===== config.mk =====
export PLATFORM = sky130hd
export DESIGN_NAME = unique_value_table_core
export DESIGN_NICKNAME = d
export VERILOG_FILES = /design/src/rtl/uvt_pkg.sv /design/src/rtl/uvt_mem.sv /design/src/rtl/uvt_ctrl.sv /design/src/rtl/unique_value_table_core.sv
export SDC_FILE = /design/constraint.sdc
export NUM_CORES = 2
export LEC_CHECK = 0
export ABC_CLOCK_PERIOD_IN_PS = 6240
export BUFFER_PORTS_ARGS = -buffer_cell sky130_fd_sc_hd__clkbuf_2
export CORE_ASPECT_RATIO = 1.2
export CORE_MARGIN = 1
export CORE_UTILIZATION = 40
export DETAILED_ROUTE_END_ITERATION = 12
export PLACE_DENSITY = 0.67
export SYNTH_ARGS = -nofsm -noshare
export SYNTH_HDL_FRONTEND = slang
export SYNTH_SLANG_ARGS = --single-unit

===== constraint.sdc =====
create_clock -name clk -period 6.24 [get_ports clk]
set_input_delay 0.624 -clock clk [delete_from_list [all_inputs] [get_ports clk]]
set_output_delay 0.624 -clock clk [all_outputs]
set_load 0.1 [all_outputs]

===== src/rtl/uvt_pkg.sv =====
// shared types and codes for the unique value table
`default_nettype none

package uvt_pkg;

  typedef enum logic [2:0] {
    MODE_APPEND = 3'd0,
    MODE_INSERT = 3'd1,
    MODE_DELETE = 3'd2,
    MODE_DEDUP  = 3'd3,
    MODE_COUNT  = 3'd4,
    MODE_READ   = 3'd5
  } mode_t;

  typedef enum logic [1:0] {
    ST_OK      = 2'd0,
    ST_PRESENT = 2'd1,
    ST_FULL    = 2'd2,
    ST_RANGE   = 2'd3
  } status_t;

  typedef enum logic [2:0] {
    S_IDLE,
    S_SCAN,
    S_DEL,
    S_READ_WAIT,
    S_DD_CAP,
    S_DD_SCAN,
    S_FINISH
  } state_t;

  typedef struct packed {
    logic [2:0]         mode;
    logic signed [31:0] value;
    logic [5:0]         index;
  } req_t;

  typedef struct packed {
    logic signed [31:0] data;
    logic [6:0]         occurrences;
    logic [6:0]         length;
    logic [1:0]         status;
  } rsp_t;

endpackage

`default_nettype wire


===== src/rtl/uvt_mem.sv =====
// table storage: one write port, one registered read port
`default_nettype none

module uvt_mem #(
  parameter int DEPTH = 64,
  parameter int WIDTH = 32
) (
  input  wire logic                     clk,
  input  wire logic                     we,
  input  wire logic [$clog2(DEPTH)-1:0] waddr,
  input  wire logic [WIDTH-1:0]         wdata,
  input  wire logic                     re,
  input  wire logic [$clog2(DEPTH)-1:0] raddr,
  output logic      [WIDTH-1:0]         rdata
);

  logic [WIDTH-1:0] ram [DEPTH];

  always_ff @(posedge clk) begin
    if (we) begin
      ram[waddr] <= wdata;
    end
  end

  always_ff @(posedge clk) begin
    if (re) begin
      rdata <= ram[raddr];
    end
  end

endmodule

`default_nettype wire


===== src/rtl/uvt_ctrl.sv =====
// sequencer: appends, reads, scans, shifts and compacts the table through the memory
`default_nettype none

module uvt_ctrl #(
  parameter int DEPTH      = 64,
  parameter int VALUE_BITS = 32
) (
  input  wire logic                          clk,
  input  wire logic                          rst,
  input  wire logic                          req_valid,
  output logic                               req_stall,
  input  wire uvt_pkg::req_t                 req,
  output logic                               res_valid,
  input  wire logic                          res_free,
  output uvt_pkg::rsp_t                      res,
  output logic                               mem_we,
  output logic [$clog2(DEPTH)-1:0]           mem_waddr,
  output logic [VALUE_BITS-1:0]              mem_wdata,
  output logic                               mem_re,
  output logic [$clog2(DEPTH)-1:0]           mem_raddr,
  input  wire logic [VALUE_BITS-1:0]         mem_rdata
);

  import uvt_pkg::*;

  localparam int AW = $clog2(DEPTH);
  localparam int CW = $clog2(DEPTH + 1);
  localparam int XW = (CW > 6) ? CW : 6;
  localparam int OW = (CW > 7) ? CW : 7;

  state_t              state, state_next;
  logic [CW-1:0]       used, used_next;
  logic [CW-1:0]       ptr, ptr_next;
  logic                pend, pend_next;
  logic [AW-1:0]       ra, ra_next;
  logic [CW-1:0]       cnt, cnt_next;
  logic [CW-1:0]       rr, rr_next;
  logic [CW-1:0]       ww, ww_next;
  logic [VALUE_BITS-1:0] cur, cur_next;
  logic [VALUE_BITS-1:0] val, val_next;
  logic [2:0]          mode, mode_next;
  logic [1:0]          status, status_next;
  logic [31:0]         data, data_next;

  logic signed [63:0]  in_ext;
  logic signed [63:0]  rd_ext;
  logic [XW-1:0]       idx_x, used_x, idx_inc;
  logic [CW-1:0]       rr_inc, ww_inc;
  logic                full, hit_val, hit_cur, more;
  logic [OW-1:0]       cnt_ext, used_ext;

  assign in_ext  = 64'(req.value);
  assign rd_ext  = 64'($signed(mem_rdata));
  assign idx_x   = XW'(req.index);
  assign used_x  = XW'(used);
  assign idx_inc = idx_x + XW'(1);
  assign rr_inc  = rr + CW'(1);
  assign ww_inc  = ww + CW'(1);
  assign full    = (used == CW'(DEPTH));
  assign hit_val = pend && (mem_rdata == val);
  assign hit_cur = pend && (mem_rdata == cur);
  assign more    = (ptr < used);
  assign cnt_ext = OW'(cnt);
  assign used_ext = OW'(used);

  assign req_stall = (state != S_IDLE);
  assign res_valid = (state == S_FINISH);

  always_comb begin
    res.data        = data;
    res.occurrences = (mode == MODE_COUNT) ? cnt_ext[6:0] : 7'd0;
    res.length      = used_ext[6:0];
    res.status      = status;
  end

  always_comb begin
    state_next  = state;
    used_next   = used;
    ptr_next    = ptr;
    pend_next   = pend;
    ra_next     = ra;
    cnt_next    = cnt;
    rr_next     = rr;
    ww_next     = ww;
    cur_next    = cur;
    val_next    = val;
    mode_next   = mode;
    status_next = status;
    data_next   = data;
    mem_we      = 1'b0;
    mem_waddr   = used[AW-1:0];
    mem_wdata   = val;
    mem_re      = 1'b0;
    mem_raddr   = ptr[AW-1:0];

    case (state)
      S_IDLE: begin
        if (req_valid) begin
          val_next    = in_ext[VALUE_BITS-1:0];
          mode_next   = req.mode;
          status_next = ST_OK;
          data_next   = '0;
          cnt_next    = '0;
          ptr_next    = '0;
          pend_next   = 1'b0;
          state_next  = S_FINISH;
          case (req.mode)
            MODE_APPEND: begin
              if (full) begin
                status_next = ST_FULL;
              end else begin
                mem_we    = 1'b1;
                mem_waddr = used[AW-1:0];
                mem_wdata = in_ext[VALUE_BITS-1:0];
                used_next = used + CW'(1);
              end
            end
            MODE_INSERT, MODE_COUNT: begin
              state_next = S_SCAN;
            end
            MODE_DELETE: begin
              if (idx_x >= used_x) begin
                status_next = ST_RANGE;
              end else begin
                ptr_next   = CW'(idx_inc);
                state_next = S_DEL;
              end
            end
            MODE_DEDUP: begin
              rr_next = '0;
              ww_next = '0;
              if (used != '0) begin
                mem_re     = 1'b1;
                mem_raddr  = '0;
                state_next = S_DD_CAP;
              end
            end
            MODE_READ: begin
              if (idx_x >= used_x) begin
                status_next = ST_RANGE;
              end else begin
                mem_re     = 1'b1;
                mem_raddr  = AW'(idx_x);
                state_next = S_READ_WAIT;
              end
            end
            default: begin
              state_next = S_FINISH;
            end
          endcase
        end
      end

      S_SCAN: begin
        if (hit_val) begin
          cnt_next = cnt + CW'(1);
        end
        if (more) begin
          mem_re    = 1'b1;
          mem_raddr = ptr[AW-1:0];
          ptr_next  = ptr + CW'(1);
          pend_next = 1'b1;
        end else begin
          pend_next = 1'b0;
        end
        if (!pend && !more) begin
          state_next = S_FINISH;
          if (mode == MODE_INSERT) begin
            if (cnt != '0) begin
              status_next = ST_PRESENT;
            end else if (full) begin
              status_next = ST_FULL;
            end else begin
              mem_we    = 1'b1;
              mem_waddr = used[AW-1:0];
              mem_wdata = val;
              used_next = used + CW'(1);
            end
          end
        end
      end

      S_DEL: begin
        // data read from ra moves down one place
        if (pend) begin
          mem_we    = 1'b1;
          mem_waddr = ra - AW'(1);
          mem_wdata = mem_rdata;
        end
        if (more) begin
          mem_re    = 1'b1;
          mem_raddr = ptr[AW-1:0];
          ra_next   = ptr[AW-1:0];
          ptr_next  = ptr + CW'(1);
          pend_next = 1'b1;
        end else begin
          pend_next = 1'b0;
        end
        if (!pend && !more) begin
          used_next  = used - CW'(1);
          state_next = S_FINISH;
        end
      end

      S_READ_WAIT: begin
        data_next  = rd_ext[31:0];
        state_next = S_FINISH;
      end

      S_DD_CAP: begin
        cur_next   = mem_rdata;
        ptr_next   = rr_inc;
        pend_next  = 1'b0;
        state_next = S_DD_SCAN;
      end

      S_DD_SCAN: begin
        if (more) begin
          mem_re    = 1'b1;
          mem_raddr = ptr[AW-1:0];
          ptr_next  = ptr + CW'(1);
          pend_next = 1'b1;
        end else begin
          pend_next = 1'b0;
        end
        // a later copy exists, or the scan ran out without one
        if (hit_cur || (!pend && !more)) begin
          if (!hit_cur) begin
            mem_we    = 1'b1;
            mem_waddr = ww[AW-1:0];
            mem_wdata = cur;
            ww_next   = ww_inc;
          end
          rr_next = rr_inc;
          if (rr_inc < used) begin
            mem_re     = 1'b1;
            mem_raddr  = rr_inc[AW-1:0];
            state_next = S_DD_CAP;
          end else begin
            used_next  = hit_cur ? ww : ww_inc;
            state_next = S_FINISH;
          end
        end
      end

      S_FINISH: begin
        if (res_free) begin
          state_next = S_IDLE;
        end
      end

      default: begin
        state_next = S_IDLE;
      end
    endcase
  end

  always_ff @(posedge clk) begin
    if (rst) begin
      state <= S_IDLE;
      used  <= '0;
      pend  <= 1'b0;
    end else begin
      state <= state_next;
      used  <= used_next;
      pend  <= pend_next;
    end
  end

  always_ff @(posedge clk) begin
    ptr    <= ptr_next;
    ra     <= ra_next;
    cnt    <= cnt_next;
    rr     <= rr_next;
    ww     <= ww_next;
    cur    <= cur_next;
    val    <= val_next;
    mode   <= mode_next;
    status <= status_next;
    data   <= data_next;
  end

endmodule

`default_nettype wire


===== src/rtl/unique_value_table_core.sv =====
// top level of the unique value table: sequencer, table memory, result register
//
//   channel | valid     | stall     | payload
//   --------+-----------+-----------+---------------------------
//   request | req_valid | req_stall | req (mode, value, index)
//   result  | rsp_valid | rsp_stall | rsp (data, occurrences, length, status)
//
// one operation at a time; the cost is set by the single memory read port,
// one table entry per cycle: insert and count scan the whole table, delete
// moves each entry above the index down one place, and dedupe scans past each
// entry r up to a later copy of it and keeps r only when none is found;
// append, read and the unused modes touch a single entry or none
// reset clears the length and control only; table contents need no clearing
// a new request transfer is taken while the previous result still waits;
// a stalled result holds the sequencer in its finish step
`default_nettype none

module unique_value_table_core #(
  parameter int DEPTH      = 64,
  parameter int VALUE_BITS = 32
) (
  input  wire logic           clk,
  input  wire logic           rst,
  input  wire logic           req_valid,
  output logic                req_stall,
  input  wire uvt_pkg::req_t  req,
  output logic                rsp_valid,
  input  wire logic           rsp_stall,
  output uvt_pkg::rsp_t       rsp
);

  import uvt_pkg::*;

  localparam int AW = $clog2(DEPTH);

  // result handoff from the sequencer
  logic  res_valid;
  logic  res_free;
  rsp_t  res;

  // memory port wiring
  logic                  mem_we;
  logic [AW-1:0]         mem_waddr;
  logic [VALUE_BITS-1:0] mem_wdata;
  logic                  mem_re;
  logic [AW-1:0]         mem_raddr;
  logic [VALUE_BITS-1:0] mem_rdata;

  // the result register frees up when empty or when its transfer completes
  assign res_free = !rsp_valid || !rsp_stall;

  uvt_ctrl #(
    .DEPTH      (DEPTH),
    .VALUE_BITS (VALUE_BITS)
  ) u_ctrl (
    .clk       (clk),
    .rst       (rst),
    .req_valid (req_valid),
    .req_stall (req_stall),
    .req       (req),
    .res_valid (res_valid),
    .res_free  (res_free),
    .res       (res),
    .mem_we    (mem_we),
    .mem_waddr (mem_waddr),
    .mem_wdata (mem_wdata),
    .mem_re    (mem_re),
    .mem_raddr (mem_raddr),
    .mem_rdata (mem_rdata)
  );

  uvt_mem #(
    .DEPTH (DEPTH),
    .WIDTH (VALUE_BITS)
  ) u_mem (
    .clk   (clk),
    .we    (mem_we),
    .waddr (mem_waddr),
    .wdata (mem_wdata),
    .re    (mem_re),
    .raddr (mem_raddr),
    .rdata (mem_rdata)
  );

  // output register: valid is a flop, so rsp_valid has no combinational path from rsp_stall
  always_ff @(posedge clk) begin
    if (rst) begin
      rsp_valid <= 1'b0;
    end else if (res_valid && res_free) begin
      rsp_valid <= 1'b1;
    end else if (!rsp_stall) begin
      rsp_valid <= 1'b0;
    end
  end

  // payload loads only when the slot is free, so a stalled result holds
  always_ff @(posedge clk) begin
    if (res_valid && res_free) begin
      rsp <= res;
    end
  end

endmodule

`default_nettype wire


==> results.tsv <==
stage	metric	value	unit
synth	Yosys cell types	84	
clocking	CTS tree	done	
worst_setup_path	CP max stage delay	1.00	ns
power	Power Internal	37.6	mW
power	PD cells	603	nW/um^2
detailed_routing	DR WL/cell	27.8	um
worst_setup_path	Setup crit start kind	flip-flop	
power	Lkg Pwr	34.1	nW
worst_setup_path	worst r2r path cells	19	
floorplanning	core area	226000	um^2
global_routing	vias in the first global route	51976	
final_layout	most frequent cells in the layout	edfxtp_1, nand2_1, mux4_2, nand3_1, buf_4	
global_routing	GRT met1 Usage	27.5	%
power	Sw Share	40.1	%
timing	setup_tns	0	ns
synth	Synth area leaders	edfxtp_1, mux4_2, nand2_1	
synth	fraction of registers with async set/reset	0	%
floorplanning	die area	230000	um^2
worst_setup_path	critical path cell sequence	ha_1 -> and3_1 -> xnor2_1 -> inv_1 -> ha_1 -> nor3_1 -> o21ai_2 -> a2111oi_1 -> a2111oi_2 -> buf_4 -> a21oi_4 -> buf_12 -> buf_12 -> buf_12 -> mux4_2 -> nand2_1 -> a21oi_1 -> nor4_1 -> o41ai_1	
global_routing	GRT Total Usage	21.2	%
worst_hold_path	worst hold path depth	3	
synth	fraction of synthesized area in multiplexers	9.99	%
power	Clock power frac	19.2	%
global_routing	met3 GRT Util	3.82	%
timing	RSZ-0062 raised after global routing	false	
final_layout	Final Instance Area	104000	um^2
synth	Post-Synth XOR/XNOR Area	0.921	%
global_routing	initial antenna violation count	7	
worst_setup_path	Crit path buffers/inverters	5	
synth	Simple-Gate Fraction of Synth Area	7.31	%
final_layout	layout net count	5860	
place	Port Buffers	94	
synth	syn avg cell area	16.7	um^2
power	Power Total	62.9	mW
clocking	H-tree depth	4	
detailed_routing	routed wire length	248000	um
timing	Max Fclk	171	MHz
status	outcome	finished, final reports clean	
worst_setup_path	worst r2r src	u_ctrl.rr[0]	
synth	main combinational cell family by area after synthesis	multiplexers	
synth	post-synthesis compound-gate area fraction	4.91	%
global_routing	GRT Residual Overflow	0	
synth	EDFF count, synth	2263	
detailed_routing	DRT iter0 DRCs	6894	
place	DP HPWL	149000	um
timing	crit share post-route	93.6	%
floorplanning	Die Span X	438	um
synth	Ys Warns	0	
worst_hold_path	worst hold start	rsp_stall	
clocking	Root Buffer	clkbuf_16	
detailed_routing	first-pass iteration count of the detailed router	9	
clocking	CTS max path bufs	3	
final_layout	most common cell after layout, fill and taps aside	edfxtp_1	
timing	Final Slew Violations	0	
timing	clock skew	0.0537	ns
worst_setup_path	Crit path top cell by count	buf_12	
floorplanning	# rows	191	
global_routing	grt met2 use	35.8	%
worst_hold_path	Hold Path End	rsp_valid	
synth	Syn Inst Count	5481	
clocking	clk slew on worst S/H paths	0.07	ns
worst_setup_path	RR Endpoint	u_mem.rdata[1]	
timing	setup violators final	0	
worst_setup_path	register-to-register setup slack	0.40	ns
global_routing	largest net degree at the start of global routing	71	
clocking	clk sinks	2275	
worst_setup_path	Worst path slowest cell	nor4_1	
worst_setup_path	Worst path top cell family by delay	simple AND/OR/NAND/NOR gates	
worst_setup_path	CP endpoint kind	flip-flop	
clocking	postcts setup bufs	0	
floorplanning	Starting Density	40.3	%
synth	area leader, netlist	edfxtp_1	
timing	min Tclk post-route	5.84	ns
worst_setup_path	Arr. time, crit path	6.41	ns
power	Combinational Power Share	43.9	%
power	Reg power frac	36.9	%
place	dpl cell area	97600	um^2
synth	mapped cell area	91300	um^2
run	MaxCap Viol Count	0	
final_layout	Area growth syn-to-layout	14.2	%
worst_setup_path	Max Fanout on Critical Path	34	
synth	Synth Flop Type	edfxtp_1	
worst_hold_path	Worst Hold Class	input port to flip-flop	
floorplanning	Die H	525	um
timing	Worst-Margin Slew	1.37	ns
clocking	CTS buffer count	204	
timing	worst setup margin	0.401	ns
place	GPL Wtd Cong	0.873	
detailed_routing	ANT nets after route	0	
synth	FF+latch count, synth	2275	
global_routing	first-pass GRT wire length	361000	um
clocking	Skew-Pair Late Insertion Delay	0.87	ns
timing	slew margin rel.	8.90	%
detailed_routing	via count	52527	
final_layout	fraction of layout instances using a drive strength above 1	18.7	%
place	dpl ws	0.470	ns
power	NetSw	25.2	mW
floorplanning	I/O pins	95	
synth	sequential fraction of the synthesis area	74.7	%
detailed_routing	DRC	0	
worst_setup_path	crit path kind	flip-flop to flip-flop	
worst_setup_path	WP data required	6.82	ns
power	VDD IR-drop max	492	uV
synth	Synthesized Nets	5557	
timing	Hold Fails Final Rpt	0	
detailed_routing	Vias/cell	5.88	
synth	top-area cell type share of the netlist area	74.4	%
synth	Post-Synth Adder-Cell Area	0.433	%
global_routing	GRT busiest layer	met2	
==> tightest hold or removal path, stage by stage <==
cell and delay, ns:
clkbuf_2 0.11, nand2_1 0.13, a21oi_1 0.07
==> power groups by stage <==
stage               clock, mW  combinational (mW)  sequential (mW)
global route             12.8                29.1             23.2
floorplan                   0                15.7             23.8
finish                   12.1                27.6             23.2
detailed placement          0                27.4             23.5
CTS                      12.2                27.4             23.2
global placement            0                26.8             23.5
==> registers in the layout, summed over array words and instances, names as in the netlist <==
| register | cells |
|---|---|
| rsp | 48 |
| rsp_valid | 1 |
| u_ctrl.cnt | 7 |
| u_ctrl.cur | 32 |
| u_ctrl.data | 32 |
| u_ctrl.mode | 3 |
| u_ctrl.pend | 1 |
| u_ctrl.ptr | 7 |
| u_ctrl.ra | 6 |
| u_ctrl.rr | 7 |
| u_ctrl.state | 3 |
| u_ctrl.status | 2 |
| u_ctrl.used | 7 |
| u_ctrl.val | 32 |
| u_ctrl.ww | 7 |
| u_mem.ram | 2048 |
| u_mem.rdata | 32 |
==> synth_stat cells (all sizes together) (6+ instances only) <==
library cell,n
nor3,43
nand3,249
mux4,285
mux2,39
and2,47
and3,81
nor4,41
nor2,125
a41oi,40
o21ai,106
o22ai,52
o211ai,7
edfxtp,2263
xor2,69
a32oi,38
nand2,860
mux2i,226
buf,194
nand4,18
o221ai,6
inv,27
a211oi,21
a31oi,39
clkbuf,112
a22oi,12
o41ai,25
a21o,19
nand3b,6
o21bai,6
ha,30
nor2b,12
xnor2,27
dfxtp,12
a221oi,21
a21oi,253
nand2b,7
==> cell type report <==
class,count,area [um^2]
fillers,18876,122000
flip-flops and latches,2275,68200
clock inverters,126,998
repair buffers,403,3460
diodes,1,2.50
well taps,2991,3740
inverters,27,101
clock buffers,243,5290
multi-input cells,2873,22500
==> routing by layer <==
layer	vias to the layer above	routed length, um
li1	22122	-
met1	27125	94400
met2	2796	123000
met3	476	21700
met4	8	8910
met5	-	62
==> timing repair <==
action                                 in CTS  in global routing
hold buffers                               32                  0
gates resized for setup                     0                  0
endpoints found under the hold margin      32                  0
==> worst max-delay path by stage <==
stage                                   to  cells after the start      startpoint
after global routing        u_mem.rdata[1]                     18    u_ctrl.rr[0]
final                       u_mem.rdata[1]                     19    u_ctrl.rr[0]
after floorplan           u_mem.ram[32][0]                     12  u_ctrl.used[6]
after CTS                   u_mem.rdata[1]                     18    u_ctrl.rr[0]
after detailed placement    u_mem.rdata[1]                     18    u_ctrl.rr[0]
after global placement      u_mem.rdata[1]                     19    u_ctrl.rr[0]
==> through the flow <==
step	std cells	util (%)	hold slack (ns)
6_report	8939	46.1	0.167
5_1_grt	8938	46.1	0.157
4_1_cts	8938	46.1	0.111
3_5_place_dp	8537	43.1	0.405
3_3_place_gp	8537	43.1	0.402
2_1_floorplan	5481	-	0.400
==> kinds of logic (layout without fill, tap and decap cells) <==
group	Yosys count	in the layout
flip-flops	2275	2275
AND/OR/NAND/NOR	1505	1505
AO/OA/AOI/OAI	691	691
multiplexers	550	550
buffers and inverters	333	799
XOR/XNOR	96	96
adder cells (fa/ha/maj)	31	31
other	0	1
Note: power is estimated with default switching activity, not from simulation.
